===== src/hw/rtl/mbna_pkg.sv =====
`timescale 1ns / 1ps

package mbna_pkg;

    // Configuration register indexes
    localparam logic [1:0] CFG_PIC_WIDTH = 2'd0;
    localparam logic [1:0] CFG_MBAFF     = 2'd1;
    localparam logic [1:0] CFG_FMO_CHECK = 2'd2;

    localparam int CFG_DATA_BITS = 8;

    // Left neighbour relation codes
    localparam logic [2:0] SA_NONE             = 3'd0;
    localparam logic [2:0] SA_EVEN_FRAME_FIELD = 3'd1;
    localparam logic [2:0] SA_ODD_FRAME_FIELD  = 3'd2;
    localparam logic [2:0] SA_EVEN_FIELD_FRAME = 3'd3;
    localparam logic [2:0] SA_ODD_FIELD_FRAME  = 3'd4;
    localparam logic [2:0] SA_EVEN_FIELD_FIELD = 3'd5;
    localparam logic [2:0] SA_ODD_FIELD_FIELD  = 3'd6;

    // Up and up-right neighbour relation codes
    localparam logic [1:0] SU_NONE       = 2'd0;
    localparam logic [1:0] SU_EVEN_FIELD = 2'd1;
    localparam logic [1:0] SU_ODD_FIELD  = 2'd2;

    // Up-left neighbour relation codes
    localparam logic [2:0] SD_NONE             = 3'd0;
    localparam logic [2:0] SD_EVEN_FIELD       = 3'd1;
    localparam logic [2:0] SD_ODD_FIELD        = 3'd2;
    localparam logic [2:0] SD_ODD_FRAME_LFIELD = 3'd5;

    // One flag per neighbour
    typedef struct packed {
        logic left;
        logic up;
        logic upright;
        logic upleft;
    } nbr_flags_t;

    // Relation codes of one result beat
    typedef struct packed {
        logic [2:0] left;
        logic [1:0] up;
        logic [1:0] upright;
        logic [2:0] upleft;
        logic       up_factor;
    } nbr_status_t;

endpackage


===== src/hw/rtl/mbna_frame_calc.sv =====
`timescale 1ns / 1ps

module mbna_frame_calc
    import mbna_pkg::*;
#(
    parameter int ADDR_BITS = 14
)
(
    input  logic [ADDR_BITS-1:0]        mb,
    input  logic [7:0]                  column,
    input  logic [ADDR_BITS-2:0]        first,
    input  logic [7:0]                  width,
    input  logic                        fmo,
    input  nbr_flags_t                  decoded,
    output logic signed [ADDR_BITS:0]   addr_left,
    output logic signed [ADDR_BITS:0]   addr_up,
    output logic signed [ADDR_BITS:0]   addr_upright,
    output logic signed [ADDR_BITS:0]   addr_upleft
);

    localparam int SW = ADDR_BITS + 2;
    localparam logic signed [SW-1:0] ONE = SW'(1);

    logic signed [SW-1:0] mb_s;
    logic signed [SW-1:0] first_s;
    logic signed [SW-1:0] width_s;
    logic signed [SW-1:0] a;
    logic signed [SW-1:0] b;
    logic signed [SW-1:0] c;
    logic signed [SW-1:0] d;
    logic                 col_left_ok;
    logic                 col_right_ok;
    nbr_flags_t           avail;

    // Candidate addresses
    assign mb_s    = $signed({2'b00, mb});
    assign first_s = $signed({3'b000, first});
    assign width_s = $signed({{(SW-8){1'b0}}, width});
    assign a = mb_s - ONE;
    assign b = mb_s - width_s;
    assign c = b + ONE;
    assign d = b - ONE;

    // Row edges: x > 0 and x < w - 1
    assign col_left_ok  = (column != 8'd0);
    assign col_right_ok = (({1'b0, column} + 9'd1) < {1'b0, width});

    // Slice test, optionally gated by decoded flags
    always_comb
    begin
        avail.left    = col_left_ok && (a >= first_s);
        avail.up      = (b >= first_s);
        avail.upright = col_right_ok && (c >= first_s);
        avail.upleft  = col_left_ok && (d >= first_s);
        if (fmo)
        begin
            avail = avail & decoded;
        end
    end

    assign addr_left    = avail.left    ? a[ADDR_BITS:0] : '1;
    assign addr_up      = avail.up      ? b[ADDR_BITS:0] : '1;
    assign addr_upright = avail.upright ? c[ADDR_BITS:0] : '1;
    assign addr_upleft  = avail.upleft  ? d[ADDR_BITS:0] : '1;

endmodule


===== src/hw/rtl/mbna_mbaff_calc.sv =====
`timescale 1ns / 1ps

module mbna_mbaff_calc
    import mbna_pkg::*;
#(
    parameter int ADDR_BITS = 14
)
(
    input  logic [ADDR_BITS-1:0]        mb,
    input  logic [7:0]                  column,
    input  logic [ADDR_BITS-2:0]        first,
    input  logic [7:0]                  width,
    input  logic                        cur_field,
    input  nbr_flags_t                  pair_field,
    output logic signed [ADDR_BITS:0]   addr_left,
    output logic signed [ADDR_BITS:0]   addr_up,
    output logic signed [ADDR_BITS:0]   addr_upright,
    output logic signed [ADDR_BITS:0]   addr_upleft,
    output nbr_status_t                 status
);

    localparam int SW = ADDR_BITS + 2;
    localparam logic signed [SW-1:0] ZERO   = '0;
    localparam logic signed [SW-1:0] ONE    = SW'(1);
    localparam logic signed [SW-1:0] TWO    = SW'(2);
    localparam logic signed [SW-1:0] MINUS1 = '1;

    logic signed [SW-1:0] top_s;
    logic signed [SW-1:0] width2_s;
    logic signed [SW-1:0] start_s;
    logic signed [SW-1:0] a0;
    logic signed [SW-1:0] b0;
    logic signed [SW-1:0] c0;
    logic signed [SW-1:0] d0;
    logic signed [SW-1:0] a;
    logic signed [SW-1:0] b;
    logic signed [SW-1:0] c;
    logic signed [SW-1:0] d;
    logic                 col_left_ok;
    logic                 col_right_ok;
    nbr_flags_t           avail;

    // Pair based candidates: top MB of each neighbouring pair
    assign top_s    = $signed({2'b00, mb[ADDR_BITS-1:1], 1'b0});
    assign width2_s = $signed({{(SW-9){1'b0}}, width, 1'b0});
    assign start_s  = $signed({2'b00, first, 1'b0});
    assign a0 = top_s - TWO;
    assign b0 = top_s - width2_s;
    assign c0 = b0 + TWO;
    assign d0 = b0 - TWO;

    assign col_left_ok  = (column != 8'd0);
    assign col_right_ok = (({1'b0, column} + 9'd1) < {1'b0, width});

    assign avail.left    = col_left_ok && (a0 >= start_s);
    assign avail.up      = (b0 >= ZERO) && (b0 >= start_s);
    assign avail.upright = (c0 >= ZERO) && col_right_ok && (c0 >= start_s);
    assign avail.upleft  = (d0 >= ZERO) && col_left_ok && (d0 >= start_s);

    // Top/bottom selection from the field flags
    always_comb
    begin
        a = avail.left    ? a0 : MINUS1;
        b = avail.up      ? b0 : MINUS1;
        c = avail.upright ? c0 : MINUS1;
        d = avail.upleft  ? d0 : MINUS1;
        status = '0;
        if (!mb[0])
        begin
            if (cur_field)
            begin
                // even field MB
                if (avail.left)
                begin
                    status.left = pair_field.left ? SA_EVEN_FIELD_FIELD
                                                  : SA_EVEN_FIELD_FRAME;
                end
                if (avail.up && !pair_field.up)
                begin
                    b = b + ONE;
                end
                status.up = SU_EVEN_FIELD;
                if (avail.upright && !pair_field.upright)
                begin
                    c = c + ONE;
                    status.up_factor = 1'b1;
                end
                status.upright = SU_EVEN_FIELD;
                if (avail.upleft && !pair_field.upleft)
                begin
                    d = d + ONE;
                end
                status.upleft = SD_EVEN_FIELD;
            end
            else
            begin
                // even frame MB: bottom MB of the pairs above
                if (avail.left && pair_field.left)
                begin
                    status.left = SA_EVEN_FRAME_FIELD;
                end
                if (avail.up)
                begin
                    b = b + ONE;
                end
                if (avail.upright)
                begin
                    c = c + ONE;
                end
                if (avail.upleft)
                begin
                    d = d + ONE;
                end
            end
        end
        else
        begin
            if (cur_field)
            begin
                // odd field MB
                if (avail.left)
                begin
                    if (pair_field.left)
                    begin
                        a = a + ONE;
                        status.left = SA_ODD_FIELD_FIELD;
                    end
                    else
                    begin
                        status.left = SA_ODD_FIELD_FRAME;
                    end
                end
                status.up = SU_ODD_FIELD;
                if (avail.up)
                begin
                    b = b + ONE;
                end
                if (avail.upright)
                begin
                    c = c + ONE;
                    status.upright = SU_ODD_FIELD;
                end
                status.upleft = SD_ODD_FIELD;
                if (avail.upleft)
                begin
                    d = d + ONE;
                end
            end
            else
            begin
                // odd frame MB: up is the top MB of its own pair
                b = top_s;
                c = MINUS1;
                if (avail.left)
                begin
                    if (pair_field.left)
                    begin
                        status.left   = SA_ODD_FRAME_FIELD;
                        d             = a0 + ONE;
                        status.upleft = SD_ODD_FRAME_LFIELD;
                    end
                    else
                    begin
                        a = a0 + ONE;
                        d = a0;
                    end
                end
            end
        end
    end

    assign addr_left    = a[ADDR_BITS:0];
    assign addr_up      = b[ADDR_BITS:0];
    assign addr_upright = c[ADDR_BITS:0];
    assign addr_upleft  = d[ADDR_BITS:0];

endmodule


===== src/hw/rtl/macroblock_neighbour_availability_core.sv =====
`timescale 1ns / 1ps

// Macroblock neighbour availability.
// A descriptor beat is taken at a rising edge with start high and busy low.
// busy is held low: a new descriptor may be presented in every cycle.
// Each beat is captured in an input register, the neighbour addresses and
// relation codes are worked out in one pass of compare/add logic, and the
// result is captured in an output register. done marks the result beat for
// exactly one cycle; start reaches done through the input register and then
// the output register. Throughput is 1 beat per cycle.
// Unavailable neighbours read as address -1. In frame mode the relation
// codes and up_factor are zero.
// The configuration port (cfg_we, cfg_index, cfg_data) writes picture width,
// MBAFF enable and FMO check; write only while no beat is in flight.
// Reset (rst_n low) clears the pipeline and loads width 1, frame mode, no
// FMO check. The receiver cannot stall: each result must be taken when done.

module macroblock_neighbour_availability_core
    import mbna_pkg::*;
#(
    parameter int ADDR_BITS = 14
)
(
    input  logic                      clk,
    input  logic                      rst_n,
    // configuration
    input  logic                      cfg_we,
    input  logic [1:0]                cfg_index,
    input  logic [CFG_DATA_BITS-1:0]  cfg_data,
    // descriptor beat
    input  logic                      start,
    output logic                      busy,
    input  logic [ADDR_BITS-1:0]      mb_index,
    input  logic [7:0]                mb_column,
    input  logic [ADDR_BITS-2:0]      slice_first_mb,
    input  logic                      cur_field,
    input  logic                      left_pair_field,
    input  logic                      up_pair_field,
    input  logic                      upright_pair_field,
    input  logic                      upleft_pair_field,
    input  logic                      left_decoded,
    input  logic                      up_decoded,
    input  logic                      upright_decoded,
    input  logic                      upleft_decoded,
    // result beat
    output logic                      done,
    output logic signed [ADDR_BITS:0] addr_left,
    output logic signed [ADDR_BITS:0] addr_up,
    output logic signed [ADDR_BITS:0] addr_upright,
    output logic signed [ADDR_BITS:0] addr_upleft,
    output logic [2:0]                status_left,
    output logic [1:0]                status_up,
    output logic [1:0]                status_upright,
    output logic [2:0]                status_upleft,
    output logic                      up_factor
);

    logic [7:0]                  pic_width_reg;
    logic                        mbaff_reg;
    logic                        fmo_reg;

    logic                        in_valid_reg;
    logic [ADDR_BITS-1:0]        mb_reg;
    logic [7:0]                  column_reg;
    logic [ADDR_BITS-2:0]        first_reg;
    logic                        cur_field_reg;
    nbr_flags_t                  pair_field_reg;
    nbr_flags_t                  decoded_reg;

    logic signed [ADDR_BITS:0]   fr_left;
    logic signed [ADDR_BITS:0]   fr_up;
    logic signed [ADDR_BITS:0]   fr_upright;
    logic signed [ADDR_BITS:0]   fr_upleft;
    logic signed [ADDR_BITS:0]   mf_left;
    logic signed [ADDR_BITS:0]   mf_up;
    logic signed [ADDR_BITS:0]   mf_upright;
    logic signed [ADDR_BITS:0]   mf_upleft;
    nbr_status_t                 mf_status;

    logic                        done_reg;
    logic signed [ADDR_BITS:0]   left_reg;
    logic signed [ADDR_BITS:0]   left_next;
    logic signed [ADDR_BITS:0]   up_reg;
    logic signed [ADDR_BITS:0]   up_next;
    logic signed [ADDR_BITS:0]   upright_reg;
    logic signed [ADDR_BITS:0]   upright_next;
    logic signed [ADDR_BITS:0]   upleft_reg;
    logic signed [ADDR_BITS:0]   upleft_next;
    nbr_status_t                 status_reg;
    nbr_status_t                 status_next;

    assign busy = 1'b0;

    // Configuration registers
    always_ff @(posedge clk or negedge rst_n)
    begin
        if (!rst_n)
        begin
            pic_width_reg <= 8'd1;
            mbaff_reg     <= 1'b0;
            fmo_reg       <= 1'b0;
        end
        else if (cfg_we)
        begin
            case (cfg_index)
                CFG_PIC_WIDTH: pic_width_reg <= cfg_data[7:0];
                CFG_MBAFF:     mbaff_reg     <= cfg_data[0];
                CFG_FMO_CHECK: fmo_reg       <= cfg_data[0];
                default:       ;
            endcase
        end
    end

    // Input register
    always_ff @(posedge clk or negedge rst_n)
    begin
        if (!rst_n)
        begin
            in_valid_reg <= 1'b0;
        end
        else
        begin
            in_valid_reg <= start && !busy;
        end
    end

    always_ff @(posedge clk)
    begin
        if (start && !busy)
        begin
            mb_reg         <= mb_index;
            column_reg     <= mb_column;
            first_reg      <= slice_first_mb;
            cur_field_reg  <= cur_field;
            pair_field_reg <= '{left_pair_field, up_pair_field,
                                upright_pair_field, upleft_pair_field};
            decoded_reg    <= '{left_decoded, up_decoded,
                                upright_decoded, upleft_decoded};
        end
    end

    mbna_frame_calc #(
        .ADDR_BITS    (ADDR_BITS)
    ) u_frame (
        .mb           (mb_reg),
        .column       (column_reg),
        .first        (first_reg),
        .width        (pic_width_reg),
        .fmo          (fmo_reg),
        .decoded      (decoded_reg),
        .addr_left    (fr_left),
        .addr_up      (fr_up),
        .addr_upright (fr_upright),
        .addr_upleft  (fr_upleft)
    );

    mbna_mbaff_calc #(
        .ADDR_BITS    (ADDR_BITS)
    ) u_mbaff (
        .mb           (mb_reg),
        .column       (column_reg),
        .first        (first_reg),
        .width        (pic_width_reg),
        .cur_field    (cur_field_reg),
        .pair_field   (pair_field_reg),
        .addr_left    (mf_left),
        .addr_up      (mf_up),
        .addr_upright (mf_upright),
        .addr_upleft  (mf_upleft),
        .status       (mf_status)
    );

    // Mode select
    always_comb
    begin
        if (mbaff_reg)
        begin
            left_next    = mf_left;
            up_next      = mf_up;
            upright_next = mf_upright;
            upleft_next  = mf_upleft;
            status_next  = mf_status;
        end
        else
        begin
            left_next    = fr_left;
            up_next      = fr_up;
            upright_next = fr_upright;
            upleft_next  = fr_upleft;
            status_next  = '0;
        end
    end

    // Output register
    always_ff @(posedge clk or negedge rst_n)
    begin
        if (!rst_n)
        begin
            done_reg <= 1'b0;
        end
        else
        begin
            done_reg <= in_valid_reg;
        end
    end

    always_ff @(posedge clk)
    begin
        if (in_valid_reg)
        begin
            left_reg    <= left_next;
            up_reg      <= up_next;
            upright_reg <= upright_next;
            upleft_reg  <= upleft_next;
            status_reg  <= status_next;
        end
    end

    assign done           = done_reg;
    assign addr_left      = left_reg;
    assign addr_up        = up_reg;
    assign addr_upright   = upright_reg;
    assign addr_upleft    = upleft_reg;
    assign status_left    = status_reg.left;
    assign status_up      = status_reg.up;
    assign status_upright = status_reg.upright;
    assign status_upleft  = status_reg.upleft;
    assign up_factor      = status_reg.up_factor;

    // Every captured beat yields exactly one result beat in the next cycle
    a_one_result: assert property (@(posedge clk) disable iff (!rst_n)
        in_valid_reg |=> done)
        else $error("captured beat produced no result");

    a_no_spurious: assert property (@(posedge clk) disable iff (!rst_n)
        done |-> $past(in_valid_reg))
        else $error("result beat without a captured descriptor");

    // Frame mode carries no relation codes
    a_frame_codes: assert property (@(posedge clk) disable iff (!rst_n)
        (done && !mbaff_reg) |-> (status_reg == '0))
        else $error("relation code set in frame mode");

    // up_factor only on an even field MB, whose up-right code is even field
    a_up_factor: assert property (@(posedge clk) disable iff (!rst_n)
        (done && up_factor) |-> (status_upright == SU_EVEN_FIELD))
        else $error("up_factor without even field up-right code");

endmodule

===== config.mk =====
export PLATFORM = sky130hd
export DESIGN_NAME = macroblock_neighbour_availability_core
export DESIGN_NICKNAME = d
export VERILOG_FILES = /design/src/hw/rtl/mbna_pkg.sv /design/src/hw/rtl/mbna_frame_calc.sv /design/src/hw/rtl/mbna_mbaff_calc.sv /design/src/hw/rtl/macroblock_neighbour_availability_core.sv
export SDC_FILE = /design/constraint.sdc
export NUM_CORES = 1
export LEC_CHECK = 0
export BUFFER_PORTS_ARGS = -buffer_cell sky130_fd_sc_hd__buf_2
export CORE_MARGIN = 2
export CORE_UTILIZATION = 56
export DETAILED_ROUTE_END_ITERATION = 6
export GPL_TIMING_DRIVEN = 1
export PLACE_DENSITY = 0.8
export SYNTH_ARGS = -nofsm -noshare
export SYNTH_HDL_FRONTEND = slang
export SYNTH_SLANG_ARGS = --single-unit

===== constraint.sdc =====
create_clock -name clk -period 14.3 [get_ports clk]
set_input_delay 1.43 -clock clk [delete_from_list [all_inputs] [get_ports clk]]
set_output_delay 1.43 -clock clk [all_outputs]
set_load 0.03 [all_outputs]

==> impl_metrics.csv, run 1 <==
group,metric,value,unit
placed_design,pre_cts_ws,7970,ps
cells_and_area,diodes,0,
clocking,cts_root_buf,"clkbuf_16",
floorplan,ioPinCount,131,
detailed_routing,vias,9341,
yosys,synth_warnings,0,
cells_and_area,layout_common_cells,"134 x ha_1, 129 x buf_2, 113 x edfxtp_1",
yosys,synth_fp_nets,1259,
worst_setup_path,required,14600,ps
yosys,synth_cells,1065,
worst_setup_path,crit_path_end_kind,"register",
detailed_routing,dr.first_iter.drc_count,1291,
run_status,outcome,"complete, no violations",
detailed_routing,wl_per_cell,23.4,um
clocking,cts_max_path_buffers,2,
cells_and_area,final_cell_area,0.0118,mm^2
cells_and_area,utilization,65.3,%
cells_and_area,nets,1380,
placed_design,globalplace.congestion,1.03,
detailed_routing,drt_wl_total,33.4,mm
floorplan,num_rows,49,
clocking,clock_latency,440,ps
cells_and_area,stdcell_count,1428,
timing,fin_crit_sh,45.7,%
worst_setup_path,cp.arrival,6840,ps
floorplan,start_util,57.4,%
floorplan,core_area,0.0180,mm^2
worst_setup_path,crit_type,"register to register",
detailed_routing,first_pass_iters,6,
yosys,ys_seq_area_share,35.7,%
flow_run,cap_violations,0,
placed_design,place_inst,1396,
clocking,cts.sinks,125,
global_routing,grt_pass1_wl,51.2,mm
worst_setup_path,path_max_fanout,12,
timing,max_freq,0.153,GHz
power_and_ir_drop,ir_drop,0.000101,V
min_path,hold_path_class,"register to register",
floorplan,dieArea,0.0196,mm^2
clocking,cts.htree.levels,4,
min_path,hold_path_depth,0,
timing,rsz0062_at_grt,"no",
yosys,yosys.cell_types.count,85,
power_and_ir_drop,p_total,1.81,mW
detailed_routing,ant_nets,0,
yosys,netlist_area,0.0103,mm^2
placed_design,hpwl,25.7,mm
clocking,cts_buffers,17,
cells_and_area,final_common_cell,"ha_1",
timing,fin_worst_skew,10.9,ps
timing,setup_viol,0,
power_and_ir_drop,leakage,4.90,nW
floorplan,dieHeight,140,um
yosys,async_flop_share,9.60,%
timing,relSlewSlack,18.3,%
placed_design,placed_area,0.0112,mm^2
global_routing,grt_usage,34.3,%
worst_setup_path,ff2ff_path_depth,20,
yosys,synth-seq-cells,125,
placed_design,port_buffers,129,
yosys,synth_edf_count,113,
timing,hold_viol_final,0,
global_routing,grt_pass1_vias,8912,
timing,layout_setup_ws,7760,ps
clocking,cts_tree,"yes",
timing,setup_tns,0,ps
floorplan,dieWidth,140,um
timing,hold_slack,549,ps
yosys,synth_area_per_cell,9.72,um^2
global_routing,grt_max_degree,67,
clocking,cts_resized,0,
clocking,cts_hold_buf,0,
timing,tightestPinTransition,1220,ps
detailed_routing,drcViolationCount,0,
global_routing,gr-total-overflow,0,
timing,drv_slew,0,
timing,min_period,6540,ps
power_and_ir_drop,power_density,154,mW/mm^2
yosys,ys.flop_type,"edfxtp_1",
worst_setup_path,cp-start-kind,"register",
cells_and_area,drive_gt1_share,17.2,%
global_routing,antenna_found_initial,0,
detailed_routing,via_per_inst,6.54,
clocking,clkTransAtPathRegs,60,ps
clocking,postCtsSetupBuffers,0,
cells_and_area,syn_to_final_growth,13.7,%
-- where the power goes --
group	leakage [nW]	total [mW]	internal (mW)	switching, mW
combinational	3.44	0.902	0.318	0.584
sequential	1.20	0.492	0.464	0.0285
clock	0.265	0.420	0.232	0.188
-- critical path, stage by stage (launching register included) --
cell      delay, ps
edfxtp_1        530
inv_1           200
ha_1            190
inv_1            60
fa_1            400
a211oi_1        410
nor2_1          120
xor2_1          580
and4_1          410
nor4b_2         410
or3b_2          520
xnor2_1         210
ha_1            280
and4_1          230
a21oi_1         140
o21ai_0         110
a41o_1          250
or4_1           420
a21oi_1         220
a211o_1         460
o32a_1          250
-- path summary, 6_finish.rpt --
| path | startpoint | endpoint | slack [ps] |
|---|---|---|---|
| max | mb_reg[0]$_DFFE_PP_ | addr_upright[14]$_DFFE_PP_ | 7760 |
| min | in_valid_reg$_DFF_PN0_ | addr_up[3]$_DFFE_PP_ | 550 |
| max reg2reg | mb_reg[0]$_DFFE_PP_ | addr_upright[14]$_DFFE_PP_ | 7760 |
| min reg2reg | in_valid_reg$_DFF_PN0_ | addr_up[3]$_DFFE_PP_ | 550 |
| max in group asynchronous | rst_n | pic_width_reg[0]$_DFFE_PN1P_ | 13140 |
| min in group asynchronous | rst_n | pic_width_reg[4]$_DFFE_PN0P_ | 870 |
-- cell usage after synthesis (all sizes together) (12+ instances only) --
cell type  instances  share of area, %
ha               134                16
edfxtp           113                33
inv               77               2.8
nor2              70               2.5
nand2             66               2.4
xnor2             55               4.7
o21ai             47               2.3
a21oi             45               2.2
nor3              36               1.7
nand3             32               1.5
clkbuf            27              0.98
xor2              26               2.2
a21o              23               1.7
nor2b             23               1.4
o21a              19               1.4
nand2b            17               1.0
nor4              13              0.93
o22a              12               1.0
-- layer usage --
metal / share of wire [%] / routed length [um] / GRT usage (%)
met1: 41 / 13600 / 47.7
met2: 44 / 14800 / 52.5
met3: 11 / 3620 / 7.35
met4: 4.2 / 1400 / 14.1
met5: 0 / 0 / 0
-- layout make-up --
| class | count | area (um^2) |
|---|---|---|
| timing repair buffer | 140 | 728 |
| tap | 229 | 287 |
| clock inverter | 14 | 123 |
| sequential | 125 | 3700 |
| fill | 1477 | 6260 |
| multi-input combinational | 825 | 6200 |
| clock buffer | 18 | 439 |
| inverter | 77 | 289 |
-- cells by family (layout without fill, tap and decap cells) --
kind of cell             Yosys count  in the layout  synth area share [%]
buffers and inverters            115            249                  4.40
AND/OR/NAND/NOR                  334            334                  17.0
flip-flops                       125            125                  35.7
AO/OA/AOI/OAI                    267            267                  18.8
multiplexers                       6              6                 0.617
XOR/XNOR                          81             81                  6.86
other                              1              1                0.0362
adder cells (fa/ha/maj)          136            136                  16.6
No activity file was read; power rests on OpenSTA's default activity.
==> inputs of run 2 (changes only) <==
Settings changed: CORE_UTILIZATION 56 to 54, PLACE_DENSITY 0.8 to 0.81.
Clock period 14.3 ns to 5.7 ns, I/O delays scaled along.
==> impl_metrics.csv, run 2 (synthesis results as in run 1) <==
group,metric,value,unit
min_path,hold_path_class,"input port to async pin",
power_and_ir_drop,leakage,5.17,nW
clocking,cts.htree.levels,4,
timing,max_freq,0.181,GHz
power_and_ir_drop,p_total,4.71,mW
placed_design,port_buffers,129,
clocking,cts_tree,"yes",
global_routing,grt_usage,33.2,%
detailed_routing,ant_nets,0,
placed_design,hpwl,26.6,mm
timing,hold_slack,11.0,ps
floorplan,start_util,55.1,%
detailed_routing,vias,9458,
worst_setup_path,required,5880,ps
detailed_routing,drcViolationCount,0,
floorplan,num_rows,50,
global_routing,grtUsageMet2,53.0,%
timing,setup_viol,0,
global_routing,gr-total-overflow,0,
global_routing,grt_pass1_wl,50.3,mm
cells_and_area,drive_gt1_share,21.1,%
cells_and_area,final_cell_area,0.0122,mm^2
cells_and_area,seqCellArea,0.00370,mm^2
flow_run,cap_violations,0,
placed_design,placed_area,0.0116,mm^2
clocking,cts_hold_buf,0,
detailed_routing,wl_per_cell,22.6,um
cells_and_area,final_common_cell,"ha_1",
timing,tightestPinTransition,860,ps
cells_and_area,stdcell_count,1484,
placed_design,place_inst,1451,
timing,relSlewSlack,42.2,%
floorplan,ioPinCount,131,
timing,fin_worst_skew,14.0,ps
worst_setup_path,crit_path_end_kind,"register",
clocking,cts_root_buf,"clkbuf_16",
floorplan,dieHeight,142,um
global_routing,antenna_found_initial,1,
clocking,cts_buffers,17,
floorplan,dieArea,0.0203,mm^2
worst_setup_path,cp-start-kind,"register",
clocking,cts_max_path_buffers,2,
run_status,outcome,"complete, no violations",
floorplan,dieWidth,142,um
placed_design,globalplace.congestion,1.08,
clocking,clkTransAtPathRegs,70,ps
cells_and_area,diodes,0,
clocking,clock_latency,440,ps
timing,hold_viol_final,0,
timing,drv_slew,0,
global_routing,grt_pass1_vias,8776,
timing,fin_crit_sh,97.1,%
global_routing,use_met1,44.7,%
clocking,postCtsSetupBuffers,0,
detailed_routing,first_pass_iters,7,
detailed_routing,drt_wl_total,33.5,mm
worst_setup_path,path_max_fanout,8,
detailed_routing,via_per_inst,6.37,
cells_and_area,utilization,65.1,%
cells_and_area,syn_to_final_growth,18.1,%
timing,min_period,5530,ps
global_routing,grt.busiest_layer,"met2",
cells_and_area,fill_cells,1536,
worst_setup_path,crit_type,"register to register",
clocking,cts.sinks,125,
worst_setup_path,ff2ff_path_depth,20,
global_routing,grt_max_degree,56,
worst_setup_path,cp.arrival,5710,ps
floorplan,core_area,0.0188,mm^2
cells_and_area,multi_input_area,0.00625,mm^2
global_routing,grt_use_met3,5.62,%
power_and_ir_drop,power_density,386,mW/mm^2
detailed_routing,dr.first_iter.drc_count,1074,
power_and_ir_drop,ir_drop,0.000244,V
cells_and_area,layout_common_cells,"134 x ha_1, 129 x buf_2, 113 x edfxtp_1",
cells_and_area,nets,1431,
run 2: repair_timing:
item,4_1_cts,5_1_grt
endpoints found under the setup margin,12,22
resized for setup,2,8
gates cloned,0,1
pin swaps,0,1
run 2: cell type report:
cell class / count / share of cell area (%)
clock buffers: 17 / 3.48
clock inverters: 15 / 1.35
inverters: 77 / 2.36
multi-input cells: 826 / 51.1
flip-flops and latches: 125 / 30.2
well taps: 234 / 2.40
repair buffers: 190 / 9.03
run 2: metal layers:
layer  routed length [um]  vias to the layer above
li1                     -                     4353
met1                14000                     4482
met2                15300                      526
met3                 2790                       97
met4                 1450                        0
met5                    0                        -
run 2: where the power goes:
part	internal [mW]	switching [mW]	total [mW]	leakage, nW
Combinational	0.900	1.49	2.39	3.69
Sequential	1.16	0.0572	1.22	1.20
Clock	0.622	0.480	1.10	0.285
Total	2.68	2.03	4.71	5.17
run 2: path summary, 6_finish.rpt:
kind / from / endpoint / slack, ps
hold reg to reg: pair_field_reg[1]$_DFFE_PP_ / up_factor$_SDFFCE_PP0P_ / 610
hold / removal: rst_n / pic_width_reg[5]$_DFFE_PN0P_ / 10
setup reg to reg: mb_reg[5]$_DFFE_PP_ / addr_upleft[6]$_DFFE_PP_ / 170
min in group clk: slice_first_mb[12] / first_reg[12]$_DFFE_PP_ / 300
setup / recovery: mb_reg[5]$_DFFE_PP_ / addr_upleft[6]$_DFFE_PP_ / 170
max in group asynchronous: rst_n / pic_width_reg[0]$_DFFE_PN1P_ / 5410
run 2: worst max-delay path, stage by stage (launching register included):
cell	delay, ps
edfxtp_1	540
ha_1	400
and2_1	220
a221oi_1	390
buf_4	190
nand3_1	60
nand3_1	180
inv_1	180
or4b_4	570
nor3_1	230
nand2_1	100
xnor2_1	200
ha_1	330
nand3_1	70
nor2_1	190
o21ai_0	120
a21oi_1	190
o22a_2	200
o211a_2	310
nand3_1	240
o221a_2	360
run 2: metrics by stage:
step	TNS (ps)	setup WS [ps]
floorplan	0	202
global placement	0	168
detailed placement	-1330	-129
CTS	0	101
global route	-1.85	-1.85
finish	0	166
